### config.mk
export PLATFORM = sky130hd
export DESIGN_NAME = edm_vec_cell
export DESIGN_NICKNAME = d
export VERILOG_FILES = /design/src/rtl/core/edm_pkg.sv /design/src/rtl/core/edm_vec_cell.sv
export SDC_FILE = /design/constraint.sdc
export NUM_CORES = 1
export LEC_CHECK = 0
export ABC_AREA = 1
export BUFFER_PORTS_ARGS = -buffer_cell sky130_fd_sc_hd__buf_2
export CORE_MARGIN = 2
export CORE_UTILIZATION = 35
export DETAILED_ROUTE_END_ITERATION = 12
export GPL_TIMING_DRIVEN = 1
export PLACE_DENSITY = 0.62
export SYNTH_ARGS = -nofsm -noshare
export SYNTH_HDL_FRONTEND = slang
export SYNTH_SLANG_ARGS = --single-unit
### constraint.sdc
create_clock -name clk_i -period 11.8 [get_ports clk_i]
set_input_delay 2.36 -clock clk_i [delete_from_list [all_inputs] [get_ports clk_i]]
set_output_delay 2.36 -clock clk_i [all_outputs]
set_load 0.1 [all_outputs]
### src/rtl/core/edm_pkg.sv
package edm_pkg;

  localparam int unsigned CORDIC_STAGES_DEF = 24;
  localparam int unsigned FRACTION_BITS_DEF = 16;

  localparam int unsigned DIST_W = 26;

  // pi * 2^61 / 1.8e9, maps |lat_a + lat_b| to the mean latitude in Q30 radians
  localparam logic [31:0] ANGLE_MUL   = 32'd4024455254;
  localparam logic [31:0] PI_Q30      = 32'd3373259426;
  localparam logic [31:0] HALF_PI_Q30 = 32'd1686629713;
  // inverse cordic gain, Q30
  localparam logic [29:0] GAIN_Q30    = 30'd652032874;
  // 0.011132 * 2^32, metres per 1e-7 degree
  localparam logic [25:0] METRE_MUL   = 26'd47811576;
  localparam logic [DIST_W-1:0] OUT_MAX = '1;

  // arctangent of 2^-i in Q30
  function automatic logic [31:0] edm_atan(input logic [4:0] idx);
    logic [31:0] r;
    unique case (idx)
      5'd0:  r = 32'h3243F6A8;
      5'd1:  r = 32'h1DAC6705;
      5'd2:  r = 32'h0FADBAFC;
      5'd3:  r = 32'h07F56EA6;
      5'd4:  r = 32'h03FEAB76;
      5'd5:  r = 32'h01FFD55B;
      5'd6:  r = 32'h00FFFAAA;
      5'd7:  r = 32'h007FFF55;
      5'd8:  r = 32'h003FFFEA;
      5'd9:  r = 32'h001FFFFD;
      5'd10: r = 32'h000FFFFF;
      5'd11: r = 32'h0007FFFF;
      5'd12: r = 32'h0003FFFF;
      5'd13: r = 32'h0001FFFF;
      5'd14: r = 32'h0000FFFF;
      5'd15: r = 32'h00007FFF;
      5'd16: r = 32'h00003FFF;
      5'd17: r = 32'h00001FFF;
      5'd18: r = 32'h00000FFF;
      5'd19: r = 32'h000007FF;
      5'd20: r = 32'h000003FF;
      5'd21: r = 32'h000001FF;
      5'd22: r = 32'h000000FF;
      5'd23: r = 32'h0000007F;
      5'd24: r = 32'h0000003F;
      5'd25: r = 32'h0000001F;
      5'd26: r = 32'h0000000F;
      5'd27: r = 32'h00000008;
      5'd28: r = 32'h00000004;
      5'd29: r = 32'h00000002;
      5'd30: r = 32'h00000001;
      default: r = 32'h00000000;
    endcase
    return r;
  endfunction

endpackage

### src/rtl/core/edm_vec_cell.sv
module edm_vec_cell
  import edm_pkg::*;
#(
  parameter int unsigned IDX = 0,
  parameter int unsigned VW  = 45
) (
  input  logic                 clk_i,
  input  logic                 rst_ni,
  input  logic                 in_valid_i,
  output logic                 in_ready_o,
  input  logic signed [VW-1:0] x_i,
  input  logic signed [VW-1:0] y_i,
  output logic                 out_valid_o,
  input  logic                 out_ready_i,
  output logic signed [VW-1:0] x_o,
  output logic signed [VW-1:0] y_o
);

  logic                 v_q;
  logic signed [VW-1:0] xs, ys, x_d, y_d, x_q, y_q;

  assign in_ready_o = !v_q || out_ready_i;

  // drive y toward zero, x collects the scaled magnitude
  always_comb begin
    xs = x_i >>> IDX;
    ys = y_i >>> IDX;
    if (!y_i[VW-1]) begin
      x_d = x_i + ys;
      y_d = y_i - xs;
    end else begin
      x_d = x_i - ys;
      y_d = y_i + xs;
    end
  end

  always_ff @(posedge clk_i or negedge rst_ni) begin
    if (!rst_ni) begin
      v_q <= 1'b0;
    end else if (in_ready_o) begin
      v_q <= in_valid_i;
    end
  end

  always_ff @(posedge clk_i) begin
    if (in_ready_o && in_valid_i) begin
      x_q <= x_d;
      y_q <= y_d;
    end
  end

  assign out_valid_o = v_q;
  assign x_o = x_q;
  assign y_o = y_q;

endmodule

Word level (Yosys, flattened, before mapping)
Cells that the tools add are included.
{ "word_totals": {"output_inout_bits": 92, "wordCells": 11, "ff_bits": 91, "inputBits": 94} }
{ "classes": {"reduce_logical": 3, "n_addsub": 3, "mux": 2} }
{ "ops": {"columns": ["cell", "n"], "rows": [
  ["$mux W45", 2],
  ["$sub A45 B45 Y45", 2],
  ["$add A45 B45 Y45", 1],
  ["$logic_and A1 B1 Y1", 1],
  ["$logic_not A1 Y1", 1],
  ["$logic_or A1 B1 Y1", 1]
]} }

Longest topological paths before layout
{ "depth": {"ltp_word": 3, "mapped_depth": 18, "ltp_nobuf": 17} }

Worst setup path after synthesis
OpenSTA, ideal clock, no wires.
{ "synth_path": {"path_type": "input to register", "startpoint": "input port in_valid_i", "endpoint": "register x_q[10], in the netlist x_o[10] (enable)", "setup_slack_ps": 4533, "cell_stages": 2, "n_path_buf": 0, "arrival_time_ps": 6703, "cell_sequence": "inv_1 a21oi_1"} }
{ "synth_via": {"elab_chain_len": 1} }
{ "synth_rtl": {"columns": ["element", "line_no", "source"], "rows": [
  ["start, declared", "edm_vec_cell.sv:9", "input logic in_valid_i,"],
  ["$logic_and A1 B1 Y1", "edm_vec_cell.sv:46", "if (in_ready_o && in_valid_i) begin"],
  ["end signal, assigned", "edm_vec_cell.sv:47", "x_q <= x_d;"],
  ["end, declared", "edm_vec_cell.sv:20", "logic signed [VW-1:0] xs, ys, x_d, y_d, x_q, y_q;"]
]} }
Every way passes these cells.
A chain may end at the register's enable or synchronous reset.

Final worst setup path
{ "layout_path": {"startpoint": "input port out_ready_i", "endpoint": "output port in_ready_o"} }
{ "layout_via": {"elab_chain_len": 1} }
{ "layout_rtl": {"columns": ["element", "line_no", "source"], "rows": [
  ["start, declared", "edm_vec_cell.sv:14", "input logic out_ready_i,"],
  ["$logic_or A1 B1 Y1", "edm_vec_cell.sv:22", "assign in_ready_o = !v_q || out_ready_i;"],
  ["end, declared", "edm_vec_cell.sv:10", "output logic in_ready_o,"]
]} }
Every way passes these cells.

==> results.py <==
metrics = {
    "pwr": {
        "p_leak_nw": 8.77,
        "p_int_mw": 0.751,
        "power.density_nw_per_um2": 102,
        "seqPwrFrac": 0.251,
        "pwr-share-comb": 0.567,
        "clkPwrFrac": 0.181,
        "p_switching_mw": 0.862,
        "p_sw_frac": 0.534,
        "ir_worst_vdd_v": 0.0000828,
        "totalPowerFinal_mw": 1.61,
    },
    "setup_path": {
        "r2r_end": "x_o[15]$_DFFE_PP_",
        "rr_worst_depth": 3,
        "endpoint_kind": "output pin",
        "startpoint": "out_ready_i",
        "rr_startpoint": "out_valid_o$_DFFE_PN0N_",
        "crit_required_ps": 9440,
        "path_class": "primary input to output pin",
        "cp.arrival_ps": 3000,
        "startpoint_type": "primary input",
        "reg2reg_slack_ps": 9750,
        "cp_max_fo": 2,
    },
    "timing": {
        "slew_headroom": 0.236,
        "post-route-period-util": 0.454,
        "worst_pin_slew_ps": 1150,
        "max_freq_ghz": 0.186,
        "hold_viol_final": 0,
        "fin_setup_tns_ps": 0,
        "finalSetupViolations": 0,
        "grt_setup_unrepaired": "no",
        "slew_violations": 0,
        "fin_skew_ps": 9.61,
        "fin_crit_ps": 5360,
    },
    "synthesis": {
        "syn-num-nets": 2699,
        "synth_area_leader_cell": "nand2_1",
        "synth_cell_type_count": 45,
        "synth_edf_count": 89,
        "avgSynthCellArea_um2": 5.82,
        "synth_area_leaders": "nand2_1 23%, edfxtp_1 19%, inv_1 12%",
        "syn_area_um2": 14400,
        "synthCells": 2470,
        "ys_seq_elements": 90,
        "yosysSeqAreaShare": 0.188,
        "synth_flop_cell": "edfxtp_1",
        "synth_top_area_share": 0.228,
        "ys_async_sr_fraction": 0.0111,
        "yosysWarnings": 0,
    },
    "die": {
        "die_area_um2": 42700,
        "dieWidth_um": 207,
        "ios": 186,
        "start_util": 0.354,
        "core_um2": 40600,
        "die_h_um": 207,
        "rows": 74,
    },
    "route": {
        "drc": 0,
        "totalWireLength_um": 58200,
        "via_count": 15850,
        "drtPass1Iterations": 6,
        "drt_iter0_markers": 1194,
        "viasPerCell": 5.04,
        "detail_route.wl_per_cell_um": 18.5,
        "drtAntennaViolNets": 0,
    },
    "place": {
        "place_hpwl_um": 49800,
        "portBuffers": 185,
        "gp_congestion": 0.956,
    },
    "run": {
        "max_cap_viol_count": 0,
    },
    "worst_hold_path": {
        "hold_depth": 2,
        "min_to": "out_valid_o$_DFFE_PN0N_",
        "hp-class": "flop to flop",
        "hp-start": "out_valid_o$_DFFE_PN0N_",
    },
    "global_route": {
        "use_met3": 0.0243,
        "grt_pass1_vias": 15280,
        "grt_max_degree": 94,
        "grt_first_pass_wirelength_um": 86200,
        "grt_use_met2": 0.457,
        "grt_util_all_layers": 0.273,
        "globalRouteOverflowTotal": 0,
        "grt_use_met1": 0.362,
        "top_usage_layer": "met2",
        "antenna_found_initial": 1,
    },
    "clock_tree": {
        "postCtsHoldBufs": 0,
        "cts_tree": "yes",
        "cts_setup_buffers": 0,
        "cts_resized": 0,
        "clock_latency_ps": 400,
        "cts_buffer_depth": 2,
        "cts_buffers": 9,
        "cts-root-buf": "clkbuf_16",
        "cts.sinks": 90,
        "clk_pin_slew_ps": 70,
        "ctsHtreeMaxLevel": 3,
    },
    "finish": {
        "drive_above_1_share": 0.122,
        "nets": 2838,
        "syn_to_final_growth_pct": 10.3,
        "fillers": 4567,
        "antennaDiodeCount": 0,
    },
    "run_status": {
        "status": "complete, no violations",
    },
}
==> metrics by stage <==
step | hold WS (ps) | setup WS (ps) | instance area, um2 | util | cells
3_3_place_gp | 561 | 6430 | 15600 | 0.383 | 3130
2_1_floorplan | 1710 | 4530 | 14400 | - | 2470
5_1_grt | 641 | 6390 | 15900 | 0.390 | 3145
6_report | 590 | 6440 | 15900 | 0.390 | 3145
4_1_cts | 610 | 6430 | 15900 | 0.390 | 3145
3_5_place_dp | 595 | 6430 | 15600 | 0.383 | 3130
==> final cells by class <==
cell class	instances	area, um2	share of cell area
well taps	532	666	0.0420
flip-flops and latches	90	2700	0.170
repair buffers	189	968	0.0611
clock inverters	6	50.0	0.00316
multi-input cells	1855	9510	0.600
inverters	464	1740	0.110
clock buffers	9	225	0.0142
==> worst max-delay path, stage by stage <==
cell	delay [ps]
buf_2	80
inv_1	60
nand2_1	80
buf_2	430
==> layer usage <==
metal | part of all wire | wire (um)
met5 | 0.00022 | 13
met2 | 0.46 | 26800
met3 | 0.056 | 3260
met4 | 0.036 | 2100
met1 | 0.45 | 26000
==> sequential cells by signal, summed over array words and instances, names as in the netlist <==
signal,cells
y_o,45
x_o,44
out_valid_o,1
==> Yosys cell counts (all sizes together), types with 4 or more instances <==
master and number:
nand2 893, inv 463, nor2 247, nand3 221
a21oi 139, ha 132, o21ai 94, edfxtp 89
buf 50, o21bai 29, xor2 26, nand4 24
clkbuf 11, nor3 10, and2 7, o22ai 7
o21a 6, or2 4
==> cells by family after synthesis <==
group                      Yosys count  synth area share
adders and majority gates          135             0.119
DFF                                 90             0.188
and+or+nand+nor                   1407             0.412
buffers and inverters              525             0.152
muxes                                2           0.00139
AOI/OAI and AO/OA                  283             0.111
xor gates and xnor gates            28            0.0171
==> power groups by stage <==
stage          sequential, mW  clock [mW]  combinational [mW]
4_1_cts                 0.407       0.302               0.905
3_5_place_dp            0.413           0               0.901
3_3_place_gp            0.413           0               0.897
2_1_floorplan           0.637           0               0.454
6_report                0.406       0.293               0.915
5_1_grt                 0.409       0.312               0.990
==> worst max path at each step <==
stage          depth (start not counted)                end  slack, ps
2_1_floorplan                          2  x_o[10]$_DFFE_PP_       4530
3_3_place_gp                           4         in_ready_o       6430
3_5_place_dp                           4         in_ready_o       6430
4_1_cts                                4         in_ready_o       6430
5_1_grt                                4         in_ready_o       6390
6_report                               4         in_ready_o       6440
==> cell usage in the layout, fill, tap and decap left out, drive strengths merged, types with 2 or more instances in the layout <==
cell type  Yosys  final
nand2        893    893
inv          463    466
nor2         247    247
nand3        221    221
buf           50    189
a21oi        139    139
ha           132    132
o21ai         94     94
edfxtp        89     89
o21bai        29     29
xor2          26     26
nand4         24     24
nor3          10     10
clkbuf        11      9
o22ai          7      7
and2           7      7
o21a           6      6
or2            4      4
a21o           3      3
fa             3      3
a21boi         3      3
xnor2          2      2
mux2i          2      2
clkinvlp       0      2
clkinv         1      2
Power figures use the tool's default switching activity.
