===== src/rtl/core/edm_pkg.sv =====
package edm_pkg;

  localparam int unsigned CORDIC_STAGES_DEF = 24;
  localparam int unsigned FRACTION_BITS_DEF = 16;

  localparam int unsigned DIST_W = 26;

  // pi * 2^61 / 1.8e9, maps |lat_a + lat_b| to the mean latitude in Q30 radians
  localparam logic [31:0] ANGLE_MUL   = 32'd4024455254;
  localparam logic [31:0] PI_Q30      = 32'd3373259426;
  localparam logic [31:0] HALF_PI_Q30 = 32'd1686629713;
  // inverse cordic gain, Q30
  localparam logic [29:0] GAIN_Q30    = 30'd652032874;
  // 0.011132 * 2^32, metres per 1e-7 degree
  localparam logic [25:0] METRE_MUL   = 26'd47811576;
  localparam logic [DIST_W-1:0] OUT_MAX = '1;

  // arctangent of 2^-i in Q30
  function automatic logic [31:0] edm_atan(input logic [4:0] idx);
    logic [31:0] r;
    unique case (idx)
      5'd0:  r = 32'h3243F6A8;
      5'd1:  r = 32'h1DAC6705;
      5'd2:  r = 32'h0FADBAFC;
      5'd3:  r = 32'h07F56EA6;
      5'd4:  r = 32'h03FEAB76;
      5'd5:  r = 32'h01FFD55B;
      5'd6:  r = 32'h00FFFAAA;
      5'd7:  r = 32'h007FFF55;
      5'd8:  r = 32'h003FFFEA;
      5'd9:  r = 32'h001FFFFD;
      5'd10: r = 32'h000FFFFF;
      5'd11: r = 32'h0007FFFF;
      5'd12: r = 32'h0003FFFF;
      5'd13: r = 32'h0001FFFF;
      5'd14: r = 32'h0000FFFF;
      5'd15: r = 32'h00007FFF;
      5'd16: r = 32'h00003FFF;
      5'd17: r = 32'h00001FFF;
      5'd18: r = 32'h00000FFF;
      5'd19: r = 32'h000007FF;
      5'd20: r = 32'h000003FF;
      5'd21: r = 32'h000001FF;
      5'd22: r = 32'h000000FF;
      5'd23: r = 32'h0000007F;
      5'd24: r = 32'h0000003F;
      5'd25: r = 32'h0000001F;
      5'd26: r = 32'h0000000F;
      5'd27: r = 32'h00000008;
      5'd28: r = 32'h00000004;
      5'd29: r = 32'h00000002;
      5'd30: r = 32'h00000001;
      default: r = 32'h00000000;
    endcase
    return r;
  endfunction

endpackage


===== src/rtl/core/edm_rot_cell.sv =====
module edm_rot_cell
  import edm_pkg::*;
#(
  parameter int unsigned IDX = 0,
  parameter int unsigned XW  = 34,
  parameter int unsigned ZW  = 34,
  parameter int unsigned PW  = 8
) (
  input  logic                 clk_i,
  input  logic                 rst_ni,
  input  logic                 in_valid_i,
  output logic                 in_ready_o,
  input  logic signed [XW-1:0] x_i,
  input  logic signed [XW-1:0] y_i,
  input  logic signed [ZW-1:0] z_i,
  input  logic [PW-1:0]        pay_i,
  output logic                 out_valid_o,
  input  logic                 out_ready_i,
  output logic signed [XW-1:0] x_o,
  output logic signed [XW-1:0] y_o,
  output logic signed [ZW-1:0] z_o,
  output logic [PW-1:0]        pay_o
);

  logic                 v_q;
  logic signed [XW-1:0] xs, ys, x_d, y_d, x_q, y_q;
  logic signed [ZW-1:0] at, z_d, z_q;
  logic [PW-1:0]        pay_q;

  assign in_ready_o = !v_q || out_ready_i;

  always_comb begin
    xs = x_i >>> IDX;
    ys = y_i >>> IDX;
    at = $signed({{(ZW-32){1'b0}}, edm_atan(5'(IDX))});
    if (!z_i[ZW-1]) begin
      x_d = x_i - ys;
      y_d = y_i + xs;
      z_d = z_i - at;
    end else begin
      x_d = x_i + ys;
      y_d = y_i - xs;
      z_d = z_i + at;
    end
  end

  always_ff @(posedge clk_i or negedge rst_ni) begin
    if (!rst_ni) begin
      v_q <= 1'b0;
    end else if (in_ready_o) begin
      v_q <= in_valid_i;
    end
  end

  always_ff @(posedge clk_i) begin
    if (in_ready_o && in_valid_i) begin
      x_q   <= x_d;
      y_q   <= y_d;
      z_q   <= z_d;
      pay_q <= pay_i;
    end
  end

  assign out_valid_o = v_q;
  assign x_o   = x_q;
  assign y_o   = y_q;
  assign z_o   = z_q;
  assign pay_o = pay_q;

endmodule


===== config.mk =====
export PLATFORM = sky130hd
export DESIGN_NAME = edm_rot_cell
export DESIGN_NICKNAME = d
export VERILOG_FILES = /design/src/rtl/core/edm_pkg.sv /design/src/rtl/core/edm_rot_cell.sv
export SDC_FILE = /design/constraint.sdc
export NUM_CORES = 1
export LEC_CHECK = 0
export BUFFER_PORTS_ARGS = -buffer_cell sky130_fd_sc_hd__buf_4
export CAP_MARGIN = 40
export CORE_UTILIZATION = 52
export CTS_BUF_LIST = sky130_fd_sc_hd__clkbuf_2 sky130_fd_sc_hd__clkbuf_4 sky130_fd_sc_hd__clkbuf_8
export DETAILED_ROUTE_END_ITERATION = 10
export GPL_ROUTABILITY_DRIVEN = 0
export PLACE_DENSITY = 0.8
export SLEW_MARGIN = 20
export SYNTH_ARGS = -nofsm -noshare
export SYNTH_HDL_FRONTEND = slang
export SYNTH_SLANG_ARGS = --single-unit

===== constraint.sdc =====
create_clock -name clk_i -period 3.5 [get_ports clk_i]
set_clock_uncertainty 0.1 [all_clocks]
set_input_delay 0 -clock clk_i [delete_from_list [all_inputs] [get_ports clk_i]]
set_output_delay 0 -clock clk_i [all_outputs]
set_load 0.01 [all_outputs]

### Word level (Yosys, flattened, before mapping)

Cells that the tools add are included.

* memories kept: 0
* bits in latches: 0
* output and inout bits: 112
* ROM bits: 0
* word-level logic and storage cells: 16
* RAM bits: 0
* register bits after elaboration: 111

* bitwise logic cells: 0
* order comparisons: 0
* muxes and demuxes: 3
* reduce and logical (&&, ||, !) cells: 3
* $mul: 0
* eq/ne operators: 0
* add/sub/neg operators: 5
* shift-type cells: 0
* divide/modulo/power cells: 0

Operators by type and width (count)
* $mux 34: 3
* $sub 34x34->34: 2
* $add 34x31->34 const B: 1
* $add 34x34->34: 1
* $sub 34x31->34 const B: 1
* $logic_and 1x1->1: 1
* $logic_not 1->1: 1
* $logic_or 1x1->1: 1

### Longest topological paths before layout

* depth in word-level cells: 3
* gate-level depth with buffers: 14
* gate-level depth less buffers: 12

### Least setup slack after synthesis

OpenSTA, ideal clock, no wires.

* kind: register -> register
* start: register v_q, in the netlist out_valid_o
* end: register pay_q[0], in the netlist pay_o[0], enable pin
* arrival: 3120 ps
* path buffers: 0
* data required time: 2919 ps
* cell stages (with the launch flop): 3
* library setup time: 481 ps
* setup slack: -201 ps
* period minus slack after synthesis: 3701 ps
* cell sequence: dfrtp_1 -> nand2b_1 -> and2_1

* word-level cells in the longest chain between the ends: 3

RTL lines
* start: declaration: line edm_rot_cell.sv:25 `logic v_q;`
* start signal: assignment: line edm_rot_cell.sv:51 `v_q <= in_valid_i;`
* $logic_not 1->1: line edm_rot_cell.sv:30 `assign in_ready_o = !v_q || out_ready_i;`
* $logic_or 1x1->1: line edm_rot_cell.sv:30
* net in_ready_o: line edm_rot_cell.sv:12 `output logic in_ready_o,`
* $logic_and 1x1->1: line edm_rot_cell.sv:56 `if (in_ready_o && in_valid_i) begin`
* end signal: assignment: line edm_rot_cell.sv:60 `pay_q <= pay_i;`
* end: declaration: line edm_rot_cell.sv:28 `logic [PW-1:0] pay_q;`

The timed path passes the listed nets, and every way through them passes these cells.
A chain may end at the register's enable or synchronous reset.

### Worst setup path after layout

* start: input y_i[0]
* end: register y_q[20], in the netlist y_o[20] (data pin)

* word-level cells in the longest chain between the ends: 2
* elaborated cells on any way between the ends: 3

RTL lines
* start: declaration: line edm_rot_cell.sv:14 `input logic signed [XW-1:0] y_i,`
* $add 34x34->34 or $sub 34x34->34 (tied branches): line edm_rot_cell.sv:38, edm_rot_cell.sv:42
* $mux 34 (*): line edm_rot_cell.sv:36 `if (!z_i[ZW-1]) begin`
* net y_d[20]: line edm_rot_cell.sv:26 `logic signed [XW-1:0] xs, ys, x_d, y_d, x_q, y_q;`
* end signal: assignment: line edm_rot_cell.sv:58 `y_q <= y_d;`
* end: declaration: line edm_rot_cell.sv:26

Mark *: on every way through the listed nets, which the timed path passes. The rest lies on a longest branch.

==> impl_results.md <==
- Power Density: approximately 340 mW/mm^2
- CP required: 3550 ps
- WS Path Type: in2reg
- Post-Syn Area: about 0.011 mm^2
- Placed cells: 1683
- Critical Path AT: between 3000 and 4000 ps
- Cts bufs inserted: 9
- Max Slew Vio Count: 0
- # DRC: 0
- Unrepaired setup endpoints after global routing: no
- Post-Synthesis Cells: about 1200
- WHS: about 17 ps
- Number of synthesized register bits: 110
- Port buffer count: between 200 and 250
- Layout area overhead: 23.8%
- Comb pwr share: between 40% and 50%
- Sw frac: between 30% and 40%
- Fin cells: 1727
- Seq pwr share: around 38%
- Post-synth EDFFs: approximately 110
- Share of total power in the clock network: approximately 20%
- Max Buffers Root-to-Sink: 2
- Clock slew at reported path FFs: roughly 130 ps
- # diodes: 0
- Initial antenna violation count: 0
- Global-route wire length before repair: 50500 um
- Drt first pass iters: 6
- Vias: around 10000
- Met3 usage: roughly 4.2%
- Outcome: finished, final reports clean
- Worst-path cell chain: dlygate4sd3_1 > buf_4 > ha_1 > fa_1 > nand2b_1 > a2111oi_2 > o31ai_1 > a22oi_1 > a21oi_2 > o221ai_2 > a2111oi_0 > nor3_1 > a21oi_1
- Sink count of the clock tree: 110
- Met2 Usage GRT: between 40 and 50%
- Post-CTS Hold Fix Bufs: 28
- Post-DP HPWL: approximately 24000 um
- Peak supply drop: 179 uV
- Post-CTS sizing: 0
- Insertion delay to the later sink of the worst-skew pair: 410 ps
- Max cap viols: 0
- Fmax achieved: about 300 MHz
- Tmin final: approximately 3300 ps
- Post-route design area: 0.0133 mm^2
- Die area: approximately 0.021 mm^2
- Crit end category: register
- Worst slew pin tran: around 640 ps
- Die Wd: 146 um
- Drt initial violations: just under 1000
- Met1 usage: between 30% and 40%
- Io pins: 226
- HP Class: in2reg
- Rows: between 50 and 60
- Worst stage delay on the critical path: around 540 ps
- Nets: between 1500 and 2000
- Post-Synthesis Mean Instance Area: 8.90 um^2
- Routed WL: ~32000 um
- Async S/R FF share, synth: less than 1%
- Final setup vio count: 0
- Core Region: roughly 0.020 mm^2
- Routed vias/inst: roughly 6.1
- Critical-path top delay cell: dlygate4sd3_1
- Final TNS setup: 0 ps
- CTS tree: done
- CTS root buf: clkbuf_8
- Yosys cell types: 78
- Top_reg_cell synth: edfxtp_1
- Layout cell share with drive strength beyond 1: 20.5%
- Initial Util: 53.1%
- Pin count of the biggest net entering global routing: between 60 and 70
- Per-cell routed wire length: around 18 um
- Crit start category: input pin
- Setup Fix Bufs, Post-CTS: 0
- Tot GR Track Use: between 20% and 30%
- Fin crit share: between 90% and 100%
- Fin. Hold Viols: 0
- Leakage power: around 5.9 nW
- Placed Area: about 0.013 mm^2
- GR peak layer: met2
- Worst-path fanout max: 6
- Yosys warnings: 0
- Final core utilization: roughly 66%
- Register area share after synthesis: 30.7%
- Vias in the first global route: slightly above 10000
- Post-Syn Nets: between 1000 and 1500
- Die Y: 146 um
- Sw power: around 1.7 mW
- Int Pwr: between 2 and 3 mW
- Final ANT Viol Nets: 0
- H-tree depth: 3
- Max transition margin: a little under three fifths
- Total grt overflow: 0
==> cells by family (layout without fill, tap and decap cells) <==
logic type	count (synthesis)	count (layout)	synth area share [%]
mux	20	20	1.86
buf+inv	165	414	6.15
flops	110	110	30.7
simple gates	270	270	12.7
xor+xnor	91	91	7.42
fa+ha+maj	133	133	15.8
compound gates	419	419	25.5
==> layout make-up <==
cell class	instances	area [um^2]
multi-input cells	933	6790
clock buffers	9	124
clock inverters	7	105
flip-flops and latches	110	3300
well taps	270	338
repair buffers	286	2230
fillers	1628	6930
inverters	112	420
==> power groups by stage <==
stage / Clock, mW / Combinational [mW] / Sequential (mW)
2_1_floorplan: 0 / 1.12 / 1.81
3_3_place_gp: 0 / 1.84 / 1.75
3_5_place_dp: 0 / 1.88 / 1.75
4_1_cts: 0.901 / 1.91 / 1.72
5_1_grt: 0.945 / 2.10 / 1.73
6_report: 0.897 / 1.95 / 1.72
==> synth_stat cells (all sizes together) (13+ instances only) <==
cell      n  area [um^2]
nor3     23          115
nor2b    13         81.3
o21ai    74          370
o21bai   27          203
edfxtp  109         3270
clkbuf   24         90.1
inv     105          394
ha      129         1610
mux2i    20          200
nand2b   17          106
buf      29          150
nor2     84          315
nand2    57          214
xor2     21          184
nand4    17          106
nand3    13         65.1
a21oi   142          714
a211oi   17          138
a21o     43          323
xnor2    70          613
o31ai    23          196
==> worst max-delay path: cells and delay by family <==
family	cells	cell delay, ps
adders and majority gates	2	410
and+or+nand+nor	2	390
buffers and inverters	2	660
AOI/OAI and AO/OA	7	1870
==> routing by layer <==
metal	wire (um)	up-vias
li1	-	4891
met1	12600	4868
met2	15000	621
met3	2750	117
met4	1330	0
met5	0	-
==> worst paths after layout <==
| kind | start | to | slack, ps | depth (start not counted) |
|---|---|---|---|---|
| max in group asynchronous | rst_ni | out_valid_o$_DFFE_PN0N_ | 2870 | 3 |
| max | y_i[0] | y_o[20]$_DFFE_PP_ | 210 | 13 |
| max reg2reg | out_valid_o$_DFFE_PN0N_ | y_o[16]$_DFFE_PP_ | 1730 | 3 |
| min | z_i[28] | z_o[29]$_DFFE_PP_ | 20 | 4 |
| min reg2reg | out_valid_o$_DFFE_PN0N_ | z_o[0]$_DFFE_PP_ | 870 | 2 |
| min in group asynchronous | rst_ni | out_valid_o$_DFFE_PN0N_ | 330 | 3 |
==> metrics by stage <==
stage / total power, mW / setup WS (ps)
after global routing: 4.78 / 38.6
after CTS: 4.53 / 272
after floorplan: 2.93 / 283
final: 4.57 / 214
after global placement: 3.58 / 334
after detailed placement: 3.62 / 218
==> placed cells by master (no fill, tap or decap), types with 21 or more instances in the layout <==
cell type	instances
buf_4	257
a21oi_1	141
ha_1	129
nor3_1	23
a21o_1	43
inv_1	105
nor2_1	84
nand2_1	57
edfxtp_1	109
o21ai_0	72
xnor2_1	70
dlygate4sd3_1	28
o21bai_1	27
xor2_1	21
==> sequential cells by signal, indices dropped and copies added, names as in the netlist <==
signal,flops
y_o,34
z_o,34
out_valid_o,1
pay_o,8
x_o,33
Note: power is estimated with default switching activity, not from simulation.
